**config.mk**
```make
export PLATFORM = sky130hd
export DESIGN_NAME = integer_to_radix_ascii
export DESIGN_NICKNAME = d
export VERILOG_FILES = /design/src/rtl/itoa_pkg.sv /design/src/rtl/integer_to_radix_ascii.sv
export VERILOG_INCLUDE_DIRS = /design/src /design/src/rtl
export SDC_FILE = /design/constraint.sdc
export NUM_CORES = 1
export LEC_CHECK = 0
export ABC_AREA = 1
export ABC_CLOCK_PERIOD_IN_PS = 14460
export BUFFER_PORTS_ARGS = -buffer_cell sky130_fd_sc_hd__clkbuf_2
export CAP_MARGIN = 25
export CORE_MARGIN = 1
export CORE_UTILIZATION = 53
export CTS_BUF_LIST = sky130_fd_sc_hd__clkbuf_16
export CTS_CLUSTER_SIZE = 8
export DETAILED_ROUTE_END_ITERATION = 10
export GPL_TIMING_DRIVEN = 1
export HOLD_SLACK_MARGIN = 0.1
export PLACE_DENSITY = 0.71
export SETUP_SLACK_MARGIN = 0.5
export SYNTH_ARGS = -nofsm -noshare
export SYNTH_HDL_FRONTEND = slang
export SYNTH_SLANG_ARGS = --single-unit
```
**constraint.sdc**
```tcl
create_clock -name clk -period 14.46 [get_ports clk]
set_input_delay 4.338 -clock clk [delete_from_list [all_inputs] [get_ports clk]]
set_output_delay 4.338 -clock clk [all_outputs]
set_load 0.005 [all_outputs]
```
**src/rtl/integer_to_radix_ascii_macros.svh**
```systemverilog
// Assertion macros shared by the integer-to-ASCII converter RTL.
// Pulled in by `include from the modules that carry assertions; depends on nothing.
`ifndef INTEGER_TO_RADIX_ASCII_MACROS_SVH
`define INTEGER_TO_RADIX_ASCII_MACROS_SVH

// Same-cycle implication, disabled while reset is asserted.
`define ITOA_ASSERT_SAME(label, clk, rst_n, ante, cons, msg) \
    label: assert property (@(posedge clk) disable iff (!rst_n) (ante) |-> (cons)) \
        else $error(msg);

// Next-cycle implication, disabled while reset is asserted.
`define ITOA_ASSERT_NEXT(label, clk, rst_n, ante, cons, msg) \
    label: assert property (@(posedge clk) disable iff (!rst_n) (ante) |=> (cons)) \
        else $error(msg);

`endif

```
**src/rtl/itoa_pkg.sv**
```systemverilog
// Constants and helper functions for the integer-to-ASCII converter.
// Self-contained; imported by integer_to_radix_ascii.
`default_nettype none

package itoa_pkg;

    // Default word width of the converted integer.
    localparam int WORD_WIDTH_DEF = 32;

    // Radix limits and reset value.
    localparam int BASE_W = 6;
    localparam logic [BASE_W-1:0] BASE_MIN   = 6'd2;
    localparam logic [BASE_W-1:0] BASE_MAX   = 6'd36;
    localparam logic [BASE_W-1:0] BASE_RESET = 6'd10;

    // Character codes.
    localparam logic [7:0] CHAR_ZERO     = 8'h30;
    localparam logic [7:0] CHAR_MINUS    = 8'h2D;
    localparam logic [7:0] LETTER_OFFSET = 8'd7;
    localparam logic [BASE_W-1:0] DIGIT_MAX_DEC = 6'd9;

    // Clamp the stored radix into the legal range 2..36.
    function automatic logic [BASE_W-1:0] clamp_base(input logic [BASE_W-1:0] raw);
        logic [BASE_W-1:0] b;
        b = raw;
        if (raw inside {[6'd0:6'd1]})
        begin
            b = BASE_MIN;
        end
        else if (raw inside {[6'd37:6'd63]})
        begin
            b = BASE_MAX;
        end
        return b;
    endfunction

    // Map a digit value 0..35 to '0'..'9' or 'A'..'Z'.
    function automatic logic [7:0] digit_char(input logic [BASE_W-1:0] d);
        logic [7:0] c;
        c = {2'b00, d} + CHAR_ZERO;
        if (d > DIGIT_MAX_DEC)
        begin
            c = c + LETTER_OFFSET;
        end
        return c;
    endfunction

endpackage

`default_nettype wire

```
**src/rtl/integer_to_radix_ascii.sv**
```systemverilog
// Signed integer to ASCII text in a configurable radix, digit-serial datapath.
// Depends on itoa_pkg and integer_to_radix_ascii_macros.svh.
//
//  Channel   | Handshake                 | Payload
//  ----------+---------------------------+-----------------------------
//  command   | start / busy              | number_in
//  config    | cfg_valid / cfg_ready     | cfg_data (radix)
//  result    | char_valid (strobe)       | text_char, final_char
//
// Each digit comes from a bit-serial restoring division of the magnitude by the
// radix: the quotient bit sweep runs in ST_DIV, then ST_DIGIT pushes the digit.
// Once every digit is on the stack, characters follow at one per cycle, with a minus
// sign first for a negative number. The shared divider loop produces the digits
// one at a time, and a new command is not taken until the last character is out.
// Reset clears the control state and sets the radix to 10. Results are strobed for
// one cycle each and cannot be stalled; busy stays high until the last is issued.
`default_nettype none
`include "integer_to_radix_ascii_macros.svh"

module integer_to_radix_ascii
    import itoa_pkg::*;
#(
    parameter int WORD_WIDTH = WORD_WIDTH_DEF
)
(
    input  wire logic                  clk,
    input  wire logic                  rst_n,
    // Command channel
    input  wire logic                  start,
    output logic                       busy,
    input  wire logic [WORD_WIDTH-1:0] number_in,
    // Configuration channel
    input  wire logic                  cfg_valid,
    output logic                       cfg_ready,
    input  wire logic [BASE_W-1:0]     cfg_data,
    // Result channel
    output logic                       char_valid,
    output logic [7:0]                 text_char,
    output logic                       final_char
);

    localparam int BIT_W = $clog2(WORD_WIDTH);
    localparam int CNT_W = $clog2(WORD_WIDTH + 1);

    localparam logic [2:0] ST_IDLE  = 3'd0;
    localparam logic [2:0] ST_DIV   = 3'd1;
    localparam logic [2:0] ST_DIGIT = 3'd2;
    localparam logic [2:0] ST_SIGN  = 3'd3;
    localparam logic [2:0] ST_EMIT  = 3'd4;

    logic [2:0]            state_reg, state_next;
    logic [BASE_W-1:0]     base_reg, base_next;
    logic                  neg_reg, neg_next;
    logic [BIT_W-1:0]      bit_cnt_reg, bit_cnt_next;
    logic [CNT_W-1:0]      count_reg, count_next;
    logic                  char_valid_reg, char_valid_next;
    logic [WORD_WIDTH-1:0] mag_reg, mag_next;
    logic [BASE_W-1:0]     rem_reg, rem_next;
    logic [BASE_W-1:0]     stack_reg [WORD_WIDTH];
    logic [BASE_W-1:0]     stack_next [WORD_WIDTH];
    logic [7:0]            text_char_reg, text_char_next;
    logic                  final_char_reg, final_char_next;

    logic [BASE_W-1:0]     eff_base;
    logic [BASE_W:0]       trial;
    logic [BASE_W:0]       diff;
    logic                  ge;
    logic                  accept;

    assign eff_base  = clamp_base(base_reg);
    assign accept    = start && (state_reg == ST_IDLE);
    assign busy      = (state_reg != ST_IDLE);
    assign cfg_ready = (state_reg == ST_IDLE);

    // One restoring division step: shift in the next dividend bit and trial-subtract.
    assign trial = {rem_reg, mag_reg[WORD_WIDTH-1]};
    assign diff  = trial - {1'b0, eff_base};
    assign ge    = (trial >= {1'b0, eff_base});

    // Next-state and datapath logic.
    always_comb
    begin
        state_next      = state_reg;
        base_next       = base_reg;
        neg_next        = neg_reg;
        bit_cnt_next    = bit_cnt_reg;
        count_next      = count_reg;
        mag_next        = mag_reg;
        rem_next        = rem_reg;
        stack_next      = stack_reg;
        char_valid_next = 1'b0;
        text_char_next  = text_char_reg;
        final_char_next = 1'b0;

        if (cfg_valid && cfg_ready)
        begin
            base_next = cfg_data;
        end

        case (state_reg)
            ST_IDLE:
            begin
                if (accept)
                begin
                    neg_next     = number_in[WORD_WIDTH-1];
                    mag_next     = number_in[WORD_WIDTH-1] ? (~number_in + 1'b1) : number_in;
                    rem_next     = '0;
                    bit_cnt_next = '0;
                    count_next   = '0;
                    state_next   = ST_DIV;
                end
            end
            ST_DIV:
            begin
                mag_next = {mag_reg[WORD_WIDTH-2:0], ge};
                rem_next = ge ? diff[BASE_W-1:0] : trial[BASE_W-1:0];
                if (bit_cnt_reg == BIT_W'(WORD_WIDTH - 1))
                begin
                    state_next = ST_DIGIT;
                end
                else
                begin
                    bit_cnt_next = bit_cnt_reg + 1'b1;
                end
            end
            ST_DIGIT:
            begin
                // Push the remainder onto the digit stack, least significant first.
                stack_next[0] = rem_reg;
                for (int i = 1; i < WORD_WIDTH; i++)
                begin
                    stack_next[i] = stack_reg[i-1];
                end
                count_next   = count_reg + 1'b1;
                rem_next     = '0;
                bit_cnt_next = '0;
                if ((mag_reg == '0) || (count_reg == CNT_W'(WORD_WIDTH - 1)))
                begin
                    state_next = neg_reg ? ST_SIGN : ST_EMIT;
                end
                else
                begin
                    state_next = ST_DIV;
                end
            end
            ST_SIGN:
            begin
                char_valid_next = 1'b1;
                text_char_next  = CHAR_MINUS;
                state_next      = ST_EMIT;
            end
            ST_EMIT:
            begin
                // Pop the most significant digit each cycle.
                char_valid_next = 1'b1;
                text_char_next  = digit_char(stack_reg[0]);
                final_char_next = (count_reg == CNT_W'(1));
                for (int i = 0; i < WORD_WIDTH - 1; i++)
                begin
                    stack_next[i] = stack_reg[i+1];
                end
                stack_next[WORD_WIDTH-1] = '0;
                count_next = count_reg - 1'b1;
                if (count_reg == CNT_W'(1))
                begin
                    state_next = ST_IDLE;
                end
            end
            default:
            begin
                state_next = ST_IDLE;
            end
        endcase
    end

    // Control registers.
    always_ff @(posedge clk or negedge rst_n)
    begin
        if (!rst_n)
        begin
            state_reg      <= ST_IDLE;
            base_reg       <= BASE_RESET;
            bit_cnt_reg    <= '0;
            count_reg      <= '0;
            char_valid_reg <= 1'b0;
            final_char_reg <= 1'b0;
        end
        else
        begin
            state_reg      <= state_next;
            base_reg       <= base_next;
            bit_cnt_reg    <= bit_cnt_next;
            count_reg      <= count_next;
            char_valid_reg <= char_valid_next;
            final_char_reg <= final_char_next;
        end
    end

    // Datapath registers.
    always_ff @(posedge clk)
    begin
        neg_reg       <= neg_next;
        mag_reg       <= mag_next;
        rem_reg       <= rem_next;
        stack_reg     <= stack_next;
        text_char_reg <= text_char_next;
    end

    assign char_valid = char_valid_reg;
    assign text_char  = text_char_reg;
    assign final_char = final_char_reg;

    // Checks on the sequencer and divider.
    `ITOA_ASSERT_SAME(a_rem_below_base, clk, rst_n, (state_reg == ST_DIV), (rem_reg < eff_base), "remainder reached the radix during division")
    `ITOA_ASSERT_SAME(a_count_bounded, clk, rst_n, 1'b1, (count_reg <= CNT_W'(WORD_WIDTH)), "digit count exceeds the word width")
    `ITOA_ASSERT_SAME(a_emit_has_digits, clk, rst_n, (state_reg == ST_EMIT), (count_reg != '0), "emitting with an empty digit stack")
    `ITOA_ASSERT_NEXT(a_strobe_source, clk, rst_n, (state_reg != ST_EMIT) && (state_reg != ST_SIGN), !char_valid_reg, "character strobe outside emission")
    `ITOA_ASSERT_SAME(a_final_with_strobe, clk, rst_n, final_char_reg, char_valid_reg, "final flag without a character beat")

endmodule

`default_nettype wire
```
==> results of run 1 <==
-- final timing paths --
kind / end / start / cells after the start / slack, ps
worst max-delay path: busy / state_reg[2] / 5 / 8600
worst max register to register: stack_reg[181] / state_reg[1] / 5 / 11230
worst min-delay path: bit_cnt_reg[4] / bit_cnt_reg[4] / 2 / 480
worst min register to register: bit_cnt_reg[4] / bit_cnt_reg[4] / 2 / 480
min in group asynchronous: count_reg[4] / rst_n / 1 / 3810
max in group asynchronous: char_valid / rst_n / 1 / 10260
-- placed cells by master, fill, tap and decap left out, types with 17 or more instances in the layout --
cell type | synthesis | layout
sky130_fd_sc_hd__o21ai_0 | 40 | 40
sky130_fd_sc_hd__nand3_1 | 48 | 48
sky130_fd_sc_hd__clkbuf_2 | 1 | 53
sky130_fd_sc_hd__nand2_1 | 688 | 687
sky130_fd_sc_hd__nor2_1 | 88 | 88
sky130_fd_sc_hd__ha_1 | 17 | 17
sky130_fd_sc_hd__clkbuf_16 | 0 | 39
sky130_fd_sc_hd__xor2_1 | 17 | 17
sky130_fd_sc_hd__edfxtp_1 | 239 | 239
sky130_fd_sc_hd__dfrtp_1 | 20 | 20
sky130_fd_sc_hd__inv_1 | 70 | 82
-- layout make-up --
cell class | instances | area (um^2)
Clock inverter | 14 | 58.8
Multi-Input combinational cell | 999 | 4490
Tap cell | 319 | 399
Timing Repair Buffer | 59 | 330
Sequential cell | 261 | 7730
Inverter | 77 | 294
Clock buffer | 39 | 976
Fill cell | 1975 | 9260
-- cells by family (layout without fill, tap and decap cells) --
kind of cell | Yosys count | in the layout | synth area share, %
AND/OR/NAND/NOR | 874 | 874 | 27.7
flip-flops | 261 | 261 | 60.5
buffers and inverters | 130 | 189 | 4.42
AO/OA/AOI/OAI | 82 | 82 | 3.72
XOR/XNOR | 19 | 19 | 1.30
adder cells (fa/ha/maj) | 18 | 18 | 1.82
multiplexers | 6 | 6 | 0.519
-- power by group through the flow --
stage,Sequential (uW),Clock [uW],Combinational (uW)
2_1_floorplan,828,0,17.0
6_report,814,773,30.2
3_5_place_dp,828,0,29.9
4_1_cts,814,787,30.1
5_1_grt,813,822,33.9
3_3_place_gp,828,0,29.5
-- synth_stat cells (2+ instances only) --
cell type,count
sky130_fd_sc_hd__mux2_2,5
sky130_fd_sc_hd__o311ai_0,2
sky130_fd_sc_hd__xor2_1,17
sky130_fd_sc_hd__clkbuf_1,3
sky130_fd_sc_hd__nor2_1,88
sky130_fd_sc_hd__nand2_1,688
sky130_fd_sc_hd__nand3b_1,2
sky130_fd_sc_hd__nand3_1,48
sky130_fd_sc_hd__nor2_4,5
sky130_fd_sc_hd__nand2_4,2
sky130_fd_sc_hd__nor3_2,3
sky130_fd_sc_hd__a21oi_2,2
sky130_fd_sc_hd__xnor2_1,2
sky130_fd_sc_hd__inv_1,70
sky130_fd_sc_hd__edfxtp_1,239
sky130_fd_sc_hd__buf_2,45
sky130_fd_sc_hd__buf_4,3
sky130_fd_sc_hd__o31ai_1,3
sky130_fd_sc_hd__dfrtp_1,20
sky130_fd_sc_hd__nor2_2,12
sky130_fd_sc_hd__o21ai_1,10
sky130_fd_sc_hd__inv_2,7
sky130_fd_sc_hd__nand3_2,2
sky130_fd_sc_hd__a21oi_1,12
sky130_fd_sc_hd__nand4_1,9
sky130_fd_sc_hd__o21ai_0,40
sky130_fd_sc_hd__dfstp_2,2
sky130_fd_sc_hd__ha_1,17
sky130_fd_sc_hd__o21ai_2,3
sky130_fd_sc_hd__a31oi_1,3
sky130_fd_sc_hd__nand2_2,8
-- layer usage --
layer	track usage (%)	up-vias	wire [um]
met5	0	-	0
met4	5.83	0	416
met3	3.08	37	1050
met2	31.5	197	10900
met1	28.6	4301	11500
li1	-	4612	-
-- critical path, stage by stage, from the launching register on --
cell                       delay, ps
sky130_fd_sc_hd__dfrtp_1         450
sky130_fd_sc_hd__inv_1           110
sky130_fd_sc_hd__nand2_2         100
sky130_fd_sc_hd__nor2_4          170
sky130_fd_sc_hd__inv_1            80
sky130_fd_sc_hd__clkbuf_2        110
-- stage by stage --
stage / util [%] / hold slack, ps
finish: 60.7 / 484
detailed placement: 56.2 / 470
CTS: 60.5 / 483
floorplan: - / 448
global placement: 56.2 / 465
global route: 60.7 / 526
==> parameters.txt, run 1 <==
Parameter                              Value

STA
  Final setup fails    0
  Final max-slew violation count    0
  Crit path time final    5860 ps
  Worst max-slew margin expressed relative to the limit    32.5%
  Clock tree skew after final layout    14.1 ps
  Unrepaired setup endpoints after global routing    false
  Hold violation total from the final report    0
  Worst-margin pin slew    1010 ps
  Final Cycle Share    40.5%
  Setup tns final    0 ps
  Worst setup slack after layout    8600 ps
  Max Clk Rate    0.171 GHz

Clock network
  Inserted Clock Buffers    38
  Clock tree from TritonCTS    done
  Clock latency reported for the late side of the worst-skew pair    500 ps
  Post-CTS Hold Buffers    0
  Post_cts resized    0
  Clock sink count    261
  # H-tree levels    2
  Clock Pin Slew Worst Setup and Hold Paths    50 ps
  Clock tree buffer depth    3
  Clk root buf    sky130_fd_sc_hd__clkbuf_16
  Setup bufs post-CTS    0

Placed design
  Half-perimeter wire length after placement    14.7 mm
  Instance area at placement    0.0132 mm^2
  Number of placed instances with taps included    1714
  Port Buffer Count    53
  Gp weighted congestion    0.829
  Post-placement setup slack    8430 ps

Cells and area
  Post-layout instance count excluding filler cells    1768
  Synth-to-layout area growth    11.9%
  Max reg flops    192
  Share of cells above drive strength 1    10.7%
  Antenna fix cells    0
  NumNets Final    1496
  Area of all placed cells without fillers    0.0143 mm^2

Global routing
  Remaining global-route overflow    0
  Number of antenna violations at the first check in global routing    0
  Overall routing resource usage    19.9%
  First-pass GRT wire length    40.1 mm
  Maximum number of pins on one net before global-route repair    110
  Vias in the first global route    8689

Setup path
  Required arrival time at the worst endpoint    10120 ps
  Largest fanout on the critical path    4
  Worst setup SP type    register
  Critical path capture point type    output port
  Type of the worst setup path    register to output port
  Endpoint arrival time on the critical path    1520 ps

Die
  Ports    54
  Core area    0.0235 mm^2
  Die width    157 um
  Die Area    0.0247 mm^2
  Initial Util    54.2%
  Y dimension of the die    157 um
  Site row count    56

Drt
  Number of iterations in the first detailed-routing pass    5
  WL final    23.9 mm
  Final antenna-violating net count    0
  Iter 0 DRT Violations    743
  DRC viols    0
  Total number of vias    9147
  Detailed-route vias per instance    5.17
  Average detailed-routed wire length per instance    13.5 um

Logic synthesis
  Cell area after technology mapping    0.0128 mm^2
  Synth top area cells    sky130_fd_sc_hd__edfxtp_1, sky130_fd_sc_hd__nand2_1, sky130_fd_sc_hd__dfrtp_1, sky130_fd_sc_hd__nor2_1, sky130_fd_sc_hd__inv_1
  Post-Syn Area per Cell    9.19 um^2
  Sequential fraction of the synthesis area    60.5%
  Async set or reset register ratio after synthesis    8.43%
  Net count of the mapped netlist    1450
  Cell count after synthesis    1390
  Main synth FF type    sky130_fd_sc_hd__edfxtp_1
  Yosys top cell by area    sky130_fd_sc_hd__edfxtp_1
  Synth Register Bits    261
  Post-synth EDFFs    239
  Fraction of synthesized cell area taken by the top area cell type    56.2%
  Synthesis Warnings    0
  Synth unique cells    49

Pwr
  Sequential power share    50.3%
  Maximum VDD drop    0.0000714 V
  Total power consumption of the routed design    1620 uW
  Fraction of power spent switching nets    19.6%
  Internal Pwr Total    1300 uW
  Logic gate share of total power    1.9%
  Leakage dissipation    0.00619 uW
  Clk pwr share    47.8%
  Net switching power figure    317 uW
  Pwr/cell area    113 mW/mm^2

Run
  # Max-Cap Violations    0

Run status
  Outcome    finished, final reports clean

Min path
  Path class of the lowest-slack min-delay path    register to register
(Power assumes the default switching activity.)
==> run 2: changes to the inputs <==
--- a/config.mk
+++ b/config.mk
@@ -7,7 +7,7 @@
 export NUM_CORES = 1
 export LEC_CHECK = 0
 export ABC_AREA = 1
-export ABC_CLOCK_PERIOD_IN_PS = 14460
+export ABC_CLOCK_PERIOD_IN_PS = 4940
 export BUFFER_PORTS_ARGS = -buffer_cell sky130_fd_sc_hd__clkbuf_2
 export CAP_MARGIN = 25
 export CORE_MARGIN = 1
@@ -17,7 +17,7 @@
 export DETAILED_ROUTE_END_ITERATION = 10
 export GPL_TIMING_DRIVEN = 1
 export HOLD_SLACK_MARGIN = 0.1
-export PLACE_DENSITY = 0.71
+export PLACE_DENSITY = 0.74
 export SETUP_SLACK_MARGIN = 0.5
 export SYNTH_ARGS = -nofsm -noshare
 export SYNTH_HDL_FRONTEND = slang
==> constraint.sdc (replaced) <==
create_clock -name clk -period 4.94 [get_ports clk]
set_input_delay 1.482 -clock clk [delete_from_list [all_inputs] [get_ports clk]]
set_output_delay 1.482 -clock clk [all_outputs]
set_load 0.005 [all_outputs]
==> run 2 against run 1 <==
Compared with the run above:
- cell count grew 0.28%
- largest power group unchanged
- clock power grew to 3.0 times the previous value
- clock skew down 2.1 ps
- sequential share of layout area decreased by 0.40 points
- non-clock buffer count is 2 higher
- count of clock-buffer cells in the layout increased by 2
- global-route usage is 0.25 points lower
==> parameters.txt, run 2 (synthesis results as in run 1) <==
Parameter                              Value

Drt
  Detailed-route vias per instance    5.11 (was 5.17)
  Number of iterations in the first detailed-routing pass    5 (unchanged)
  DRC viols    0 (unchanged)
  WL final    23.5 mm (was 23.9 mm)
  Average detailed-routed wire length per instance    13.3 um (was 13.5 um)
  Final antenna-violating net count    0 (unchanged)
  Total number of vias    9055 (was 9147)
  Iter 0 DRT Violations    734 (was 743)

Die
  Die width    157 um (unchanged)
  Ports    54 (unchanged)
  Y dimension of the die    157 um (unchanged)
  Initial Util    54.2% (unchanged)
  Die Area    0.0247 mm^2 (unchanged)
  Site row count    56 (unchanged)
  Core area    0.0235 mm^2 (unchanged)

Placed design
  Port Buffer Count    53 (unchanged)
  Half-perimeter wire length after placement    14.5 mm (was 14.7 mm)
  Post-placement setup slack    1810 ps (was 8430 ps)
  Instance area at placement    0.0133 mm^2 (was 0.0132 mm^2)
  Gp weighted congestion    0.854 (was 0.829)

STA
  Worst setup slack after layout    1910 ps (was 8600 ps)
  Worst max-slew margin expressed relative to the limit    38.0% (was 32.5%)
  Final max-slew violation count    0 (unchanged)
  Worst-margin pin slew    930 ps (was 1010 ps)
  Setup tns final    0 ps (unchanged)
  Final setup fails    0 (unchanged)
  Crit path time final    3030 ps
  Max Clk Rate    0.330 GHz
  Clock tree skew after final layout    12.0 ps (was 14.1 ps)
  Unrepaired setup endpoints after global routing    false (unchanged)
  Final Cycle Share    61.3%
  Hold violation total from the final report    0 (unchanged)

Cells and area
  Most common cell after layout, fill and taps aside    sky130_fd_sc_hd__nand2_1 (unchanged)
  Share of cells above drive strength 1    10.9% (was 10.7%)
  Area of all placed cells without fillers    0.0144 mm^2 (was 0.0143 mm^2)
  Commonest cells after routing, fill and taps aside    sky130_fd_sc_hd__nand2_1, sky130_fd_sc_hd__edfxtp_1, sky130_fd_sc_hd__nor2_1 (unchanged)
  NumNets Final    1498 (was 1496)
  Max reg flops    192 (unchanged)
  Antenna fix cells    0 (unchanged)
  Post-layout utilization of the core    61.1% (was 60.7%)
  Synth-to-layout area growth    12.7% (was 11.9%)

Global routing
  Number of antenna violations at the first check in global routing    0 (unchanged)
  First-pass GRT wire length    39.6 mm (was 40.1 mm)
  Vias in the first global route    8496 (was 8689)
  Maximum number of pins on one net before global-route repair    132 (was 110)
  Remaining global-route overflow    0 (unchanged)
  Overall routing resource usage    19.7% (was 19.9%)

Run
  # Max-Cap Violations    0 (unchanged)

Setup path
  Crit-path cells    inv_1 > nand2_2 > nor2_4 > inv_1 > clkbuf_2 (unchanged)
  Required arrival time at the worst endpoint    3460 ps (was 10120 ps)
  Type of the worst setup path    register to output port (unchanged)
  CP top delay family    flip-flops (unchanged)
  Worst setup SP type    register (unchanged)
  Worst stage delay on the critical path    450 ps (about the same)
  Endpoint arrival time on the critical path    1540 ps (was 1520 ps)
  Cell at the slowest stage of the critical path    sky130_fd_sc_hd__dfrtp_1 (unchanged)
  Worst path bufs/invs    3 (unchanged)
  Critical path capture point type    output port (unchanged)
  CP dominant cell by count    sky130_fd_sc_hd__inv_1 (unchanged)
  Largest fanout on the critical path    4 (unchanged)

Pwr
  Fraction of power spent switching nets    19.3% (was 19.6%)
  Sequential power share    49.7% (was 50.3%)
  Leakage dissipation    0.00625 uW (was 0.00619 uW)
  Pwr/cell area    333 mW/mm^2 (was 113 mW/mm^2)
  Clk pwr share    48.5% (was 47.8%)
  Total power consumption of the routed design    4800 uW (was 1620 uW)
  Net switching power figure    926 uW (was 317 uW)
  Maximum VDD drop    0.000229 V (was 0.0000714 V)
  Logic gate share of total power    1.8% (was 1.9%)
  Internal Pwr Total    3870 uW (was 1300 uW)

Clock network
  Clk root buf    sky130_fd_sc_hd__clkbuf_16 (unchanged)
  Clock tree from TritonCTS    done (unchanged)
  Inserted Clock Buffers    38 (unchanged)
  Clock latency reported for the late side of the worst-skew pair    500 ps (about the same)
  Setup bufs post-CTS    0 (unchanged)
  # H-tree levels    2 (unchanged)
  Post_cts resized    0 (unchanged)
  Clock sink count    261 (unchanged)
  Clock tree buffer depth    3 (unchanged)
  Clock Pin Slew Worst Setup and Hold Paths    50 ps (about the same)
  Post-CTS Hold Buffers    0 (unchanged)

Min path
  Path class of the lowest-slack min-delay path    register to register (unchanged)

Run status
  Outcome    finished, final reports clean (unchanged)
[run 2: area by class of cell]
type	count	area (um^2)
fillers	1967	9160
clock buffers	41	1030
clock inverters	15	57.6
well taps	319	399
flip-flops and latches	261	7730
repair buffers	61	378
multi-input cells	999	4500
inverters	77	294
[run 2: per-layer routing]
metal / GRT usage (%) / vias to the layer above / routed length (um)
met5: 0 / - / 0
met4: 5.36 / 0 / 386
met3: 3.33 / 34 / 980
met2: 30.9 / 178 / 10600
met1: 28.3 / 4231 / 11500
li1: - / 4612 / -
[run 2: worst paths after layout]
path	startpoint	to	slack [ps]	cells after the start
worst max register to register	state_reg[1]	stack_reg[148]	2110	6
max in group asynchronous	rst_n	base_reg[3]	3610	1
worst max-delay path	state_reg[2]	busy	1910	5
worst min register to register	bit_cnt_reg[4]	bit_cnt_reg[4]	480	2
worst min-delay path	bit_cnt_reg[4]	bit_cnt_reg[4]	480	2
min in group asynchronous	rst_n	count_reg[1]	960	1
[run 2: stage by stage]
step	cells	hold WS (ps)
after CTS	1772	482
final	1773	479
after floorplan	1390	448
after global routing	1773	522
after detailed placement	1716	471
after global placement	1715	462
[run 2: tightest hold or removal path, cell delays in order (launching register included)]
cell and delay, ps:
sky130_fd_sc_hd__dfrtp_1 340, sky130_fd_sc_hd__nand2_1 60, sky130_fd_sc_hd__nand2_1 50
[run 2: power groups by stage]
stage	clock network, uW	logic [uW]	registers, uW
global route	2480	99.4	2380
detailed placement	0	88.3	2420
global placement	0	86.9	2420
floorplan	0	49.9	2420
finish	2330	88.5	2380
CTS	2390	88.5	2380
==> run 3: changes to the inputs <==
--- a/config.mk
+++ b/config.mk
@@ -6,8 +6,8 @@
 export SDC_FILE = /design/constraint.sdc
 export NUM_CORES = 1
 export LEC_CHECK = 0
-export ABC_AREA = 1
-export ABC_CLOCK_PERIOD_IN_PS = 4940
+export ABC_AREA = 0
+export ABC_CLOCK_PERIOD_IN_PS = 3100
 export BUFFER_PORTS_ARGS = -buffer_cell sky130_fd_sc_hd__clkbuf_2
 export CAP_MARGIN = 25
 export CORE_MARGIN = 1
@@ -17,7 +17,7 @@
 export DETAILED_ROUTE_END_ITERATION = 10
 export GPL_TIMING_DRIVEN = 1
 export HOLD_SLACK_MARGIN = 0.1
-export PLACE_DENSITY = 0.74
+export PLACE_DENSITY = 0.71
 export SETUP_SLACK_MARGIN = 0.5
 export SYNTH_ARGS = -nofsm -noshare
 export SYNTH_HDL_FRONTEND = slang
==> constraint.sdc (replaced) <==
create_clock -name clk -period 3.1 [get_ports clk]
set_input_delay 0.93 -clock clk [delete_from_list [all_inputs] [get_ports clk]]
set_output_delay 0.93 -clock clk [all_outputs]
set_load 0.005 [all_outputs]
==> run 3 against run 2 <==
Compared with the run above:
- synthesized cell count decreased by 12%
- power grew 120%
- die area shrank 3.9%
==> parameters.txt, run 3 <==
Parameter                              Value

Run status
  Outcome    finished, final reports clean (unchanged)

Placed design
  Half-perimeter wire length after placement    13.1 mm (was 14.5 mm)
  Number of placed instances with taps included    1513 (was 1716)
  Port Buffer Count    53 (unchanged)
  Gp weighted congestion    0.812 (was 0.854)

Drt
  Average detailed-routed wire length per instance    14.0 um (was 13.3 um)
  Number of iterations in the first detailed-routing pass    5 (unchanged)
  WL final    21.8 mm (was 23.5 mm)
  DRC viols    0 (unchanged)
  Final antenna-violating net count    0 (unchanged)
  Total number of vias    8321 (was 9055)
  Detailed-route vias per instance    5.32 (was 5.11)
  Iter 0 DRT Violations    554 (was 734)

Setup path
  Critical path capture point type    output port (unchanged)
  Type of the worst setup path    register to output port (unchanged)
  Largest fanout on the critical path    13 (was 4)
  Startpoint of the worst setup timing path    state_reg[1] (was state_reg[2])
  Startpoint of the lowest-slack register-to-register path    base_reg[2] (was state_reg[1])
  Worst stage delay on the critical path    510 ps (was 450 ps)
  Cell at the slowest stage of the critical path    sky130_fd_sc_hd__dfrtp_1 (unchanged)
  Endpoint arrival time on the critical path    1560 ps (was 1540 ps)
  Required arrival time at the worst endpoint    2170 ps (was 3460 ps)
  Setup slack, reg-to-reg    630 ps (was 2110 ps)
  Worst setup SP type    register (unchanged)
  Worst reg-to-reg path cell count    9 (was 6)
  Worst r2r dst    rem_reg[3] (was stack_reg[148])
  Crit-path cells    nor3_2 > inv_1 > clkbuf_2 (was inv_1 > nand2_2 > nor2_4 > inv_1 > clkbuf_2)
  Worst setup path endpoint    busy (unchanged)

STA
  Worst-margin pin slew    845 ps (was 930 ps)
  Final setup fails    0 (unchanged)
  Setup tns final    0 ps (unchanged)
  Clock tree skew after final layout    15.3 ps (was 12.0 ps)
  Crit path time final    2490 ps
  Final max-slew violation count    0 (unchanged)
  Worst max-slew margin expressed relative to the limit    43.3% (was 38.0%)
  Final Cycle Share    80.2%
  Max Clk Rate    0.402 GHz
  Worst hold slack after final layout    395 ps (was 479 ps)
  Unrepaired setup endpoints after global routing    false (unchanged)
  Hold violation total from the final report    0 (unchanged)

Global routing
  Maximum number of pins on one net before global-route repair    199 (was 132)
  Overall routing resource usage    19.0% (was 19.7%)
  Remaining global-route overflow    0 (unchanged)
  First-pass GRT wire length    37.4 mm (was 39.6 mm)
  Number of antenna violations at the first check in global routing    0 (unchanged)
  Vias in the first global route    7975 (was 8496)

Logic synthesis
  Synthesis Warnings    0 (unchanged)
  Post-synth EDFFs    239 (unchanged)
  Dominant combinational cell family by area after synthesis    simple AND/OR/NAND/NOR gates (unchanged)
  Area fraction in and, or, nand and nor cells after synthesis    23.5% (was 27.7%)
  Mux contribution to synthesized area    0.541% (was 0.519%)
  Synth Register Bits    261 (unchanged)
  Synth unique cells    59 (was 49)
  Commonest cells in the netlist    sky130_fd_sc_hd__nand2_1, sky130_fd_sc_hd__edfxtp_1, sky130_fd_sc_hd__clkbuf_1 (was sky130_fd_sc_hd__nand2_1, sky130_fd_sc_hd__edfxtp_1, sky130_fd_sc_hd__nor2_1)
  Cell count after synthesis    1223 (was 1390)
  Compound-Gate Fraction of Synth Area    6.18% (was 3.72%)
  Sequential fraction of the synthesis area    63.1% (was 60.5%)
  Post-Syn Area per Cell    10.0 um^2 (was 9.19 um^2)
  Cell area after technology mapping    0.0123 mm^2 (was 0.0128 mm^2)
  Post-synthesis share of cell area spent on full adders, half adders and majority gates    1.90% (was 1.82%)
  Async set or reset register ratio after synthesis    8.43% (unchanged)
  Fraction of synthesized cell area taken by the top area cell type    58.5% (was 56.2%)
  Synth top area cells    sky130_fd_sc_hd__edfxtp_1, sky130_fd_sc_hd__nand2_1, sky130_fd_sc_hd__dfrtp_1, sky130_fd_sc_hd__xor2_1, sky130_fd_sc_hd__o21ai_0 (was sky130_fd_sc_hd__edfxtp_1, sky130_fd_sc_hd__nand2_1, sky130_fd_sc_hd__dfrtp_1, sky130_fd_sc_hd__nor2_1, sky130_fd_sc_hd__inv_1)
  Main synth FF type    sky130_fd_sc_hd__edfxtp_1 (unchanged)
  Library cell with the highest instance count after synthesis    sky130_fd_sc_hd__nand2_1 (unchanged)
  Yosys top cell by area    sky130_fd_sc_hd__edfxtp_1 (unchanged)
  Net count of the mapped netlist    1283 (was 1450)
  Xor/xnor cell area share of the yosys netlist    2.57% (was 1.30%)

Die
  Initial Util    54.1% (was 54.2%)
  Site row count    55 (was 56)
  Core area    0.0226 mm^2 (was 0.0235 mm^2)
  Ports    54 (unchanged)
  Die Area    0.0237 mm^2 (was 0.0247 mm^2)
  Y dimension of the die    154 um (was 157 um)
  Die width    154 um (was 157 um)

Clock network
  Post-CTS Hold Buffers    0 (unchanged)
  Clock latency reported for the late side of the worst-skew pair    510 ps (was 500 ps)
  Clock tree buffer depth    3 (unchanged)
  Clk root buf    sky130_fd_sc_hd__clkbuf_16 (unchanged)
  # H-tree levels    2 (unchanged)
  Clock tree from TritonCTS    done (unchanged)
  Clock Pin Slew Worst Setup and Hold Paths    50 ps (about the same)
  Clock sink count    261 (unchanged)
  Inserted Clock Buffers    38 (unchanged)

Cells and area
  Max reg flops    192 (unchanged)
  Post-layout instance count excluding filler cells    1563 (was 1773)
  Antenna fix cells    0 (unchanged)
  NumNets Final    1330 (was 1498)
  Post-layout utilization of the core    61.6% (was 61.1%)
  Most common cell after layout, fill and taps aside    sky130_fd_sc_hd__nand2_1 (unchanged)
  Commonest cells after routing, fill and taps aside    sky130_fd_sc_hd__nand2_1, sky130_fd_sc_hd__edfxtp_1, sky130_fd_sc_hd__o21ai_0, sky130_fd_sc_hd__clkbuf_2, sky130_fd_sc_hd__clkbuf_16 (was sky130_fd_sc_hd__nand2_1, sky130_fd_sc_hd__edfxtp_1, sky130_fd_sc_hd__nor2_1)
  Share of cells above drive strength 1    11.3% (was 10.9%)
  Synth-to-layout area growth    13.8% (was 12.7%)

Pwr
  Logic gate share of total power    19.2% (was 1.8%)
  Clk pwr share    34.3% (was 48.5%)
  Sequential power share    46.6% (was 49.7%)
  Fraction of power spent switching nets    28.0% (was 19.3%)
  Internal Pwr Total    7530 uW (was 3870 uW)
  Net switching power figure    2930 uW (was 926 uW)
  Maximum VDD drop    0.000638 V (was 0.000229 V)
  Leakage dissipation    0.00579 uW (was 0.00625 uW)
  Pwr/cell area    749 mW/mm^2 (was 333 mW/mm^2)

Run
  # Max-Cap Violations    0 (unchanged)

Min path
  Path class of the lowest-slack min-delay path    primary input to async pin (was register to register)
==> run 3: changes by cell type after synthesis, moves of 8 or more <==
cell	previous run	this run
sky130_fd_sc_hd__and2_1	1	9
sky130_fd_sc_hd__buf_2	45	0
sky130_fd_sc_hd__clkbuf_1	3	54
sky130_fd_sc_hd__inv_1	70	15
sky130_fd_sc_hd__nand2_1	688	606
sky130_fd_sc_hd__nand2_2	8	0
sky130_fd_sc_hd__nand3_1	48	11
sky130_fd_sc_hd__nor2_1	88	33
sky130_fd_sc_hd__nor2_2	12	0
sky130_fd_sc_hd__nor3_1	1	10
sky130_fd_sc_hd__nor4_1	1	10
sky130_fd_sc_hd__o21ai_0	40	53
sky130_fd_sc_hd__o21ai_1	10	1
sky130_fd_sc_hd__xor2_1	17	32
==> run 3: final cells by class <==
type / instances / area (um^2)
Clock buffer: 38 / 951
Clock inverter: 10 / 61.3
Fill cell: 1819 / 8690
Inverter: 15 / 56.3
Multi-Input combinational cell: 888 / 4350
Sequential cell: 261 / 7730
Tap cell: 285 / 357
Timing Repair Buffer: 66 / 450
==> run 3: power by group through the flow <==
stage	sequential [uW]	combinational [uW]	clock, uW
3_5_place_dp	4900	1870	0
3_3_place_gp	4880	1810	0
5_1_grt	4930	2310	3790
6_report	4870	2000	3580
2_1_floorplan	4780	1480	0
4_1_cts	4840	1880	3660
==> run 3: per-layer routing <==
| layer | global-route usage, % | share of wire (%) | wire length (um) | up-vias |
|---|---|---|---|---|
| li1 | - | - | - | 4237 |
| met1 | 26.8 | 48 | 10600 | 3908 |
| met2 | 29.9 | 46 | 10100 | 136 |
| met3 | 3.52 | 3.6 | 781 | 40 |
| met4 | 5.57 | 1.6 | 359 | 0 |
| met5 | 0 | 0 | 0 | - |
==> run 3: worst min path at each step <==
stage / end / cells past startpoint / from
2_1_floorplan: count_reg[5] / 1 / count_reg[5]
3_3_place_gp: bit_cnt_reg[4] / 1 / bit_cnt_reg[4]
3_5_place_dp: stack_reg[7] / 2 / stack_reg[1]
4_1_cts: bit_cnt_reg[2] / 1 / rst_n
5_1_grt: bit_cnt_reg[2] / 1 / rst_n
6_report: char_valid / 1 / rst_n
==> run 3: critical path: cells and delay by family, from the launching register on <==
kind / cells / cell delay [ps]
flops: 1 / 510
simple gates: 1 / 360
buf+inv: 2 / 180
==> run 3: logic make-up (layout without fill, tap and decap cells) <==
| group | Yosys count | count (layout) |
|---|---|---|
| XOR/XNOR | 36 | 36 |
| buffers and inverters | 74 | 129 |
| AND/OR/NAND/NOR | 713 | 713 |
| adder cells (fa/ha/maj) | 18 | 18 |
| multiplexers | 6 | 6 |
| AO/OA/AOI/OAI | 115 | 115 |
| flip-flops | 261 | 261 |
==> run 3: per-stage QoR <==
step           power, uW  setup slack (ps)  cell area (um^2)
3_5_place_dp        6770               157             12900
3_3_place_gp        6690               220             12900
5_1_grt            11000               482             14000
2_1_floorplan       6260               443             12300
4_1_cts            10400               471             13900
6_report           10500               614             14000
==> run 3: what timing repair did <==
item                       in CTS  in global routing
setup endpoints to repair       3                  4
gates resized for setup         2                 11
buffers inserted                0                  2
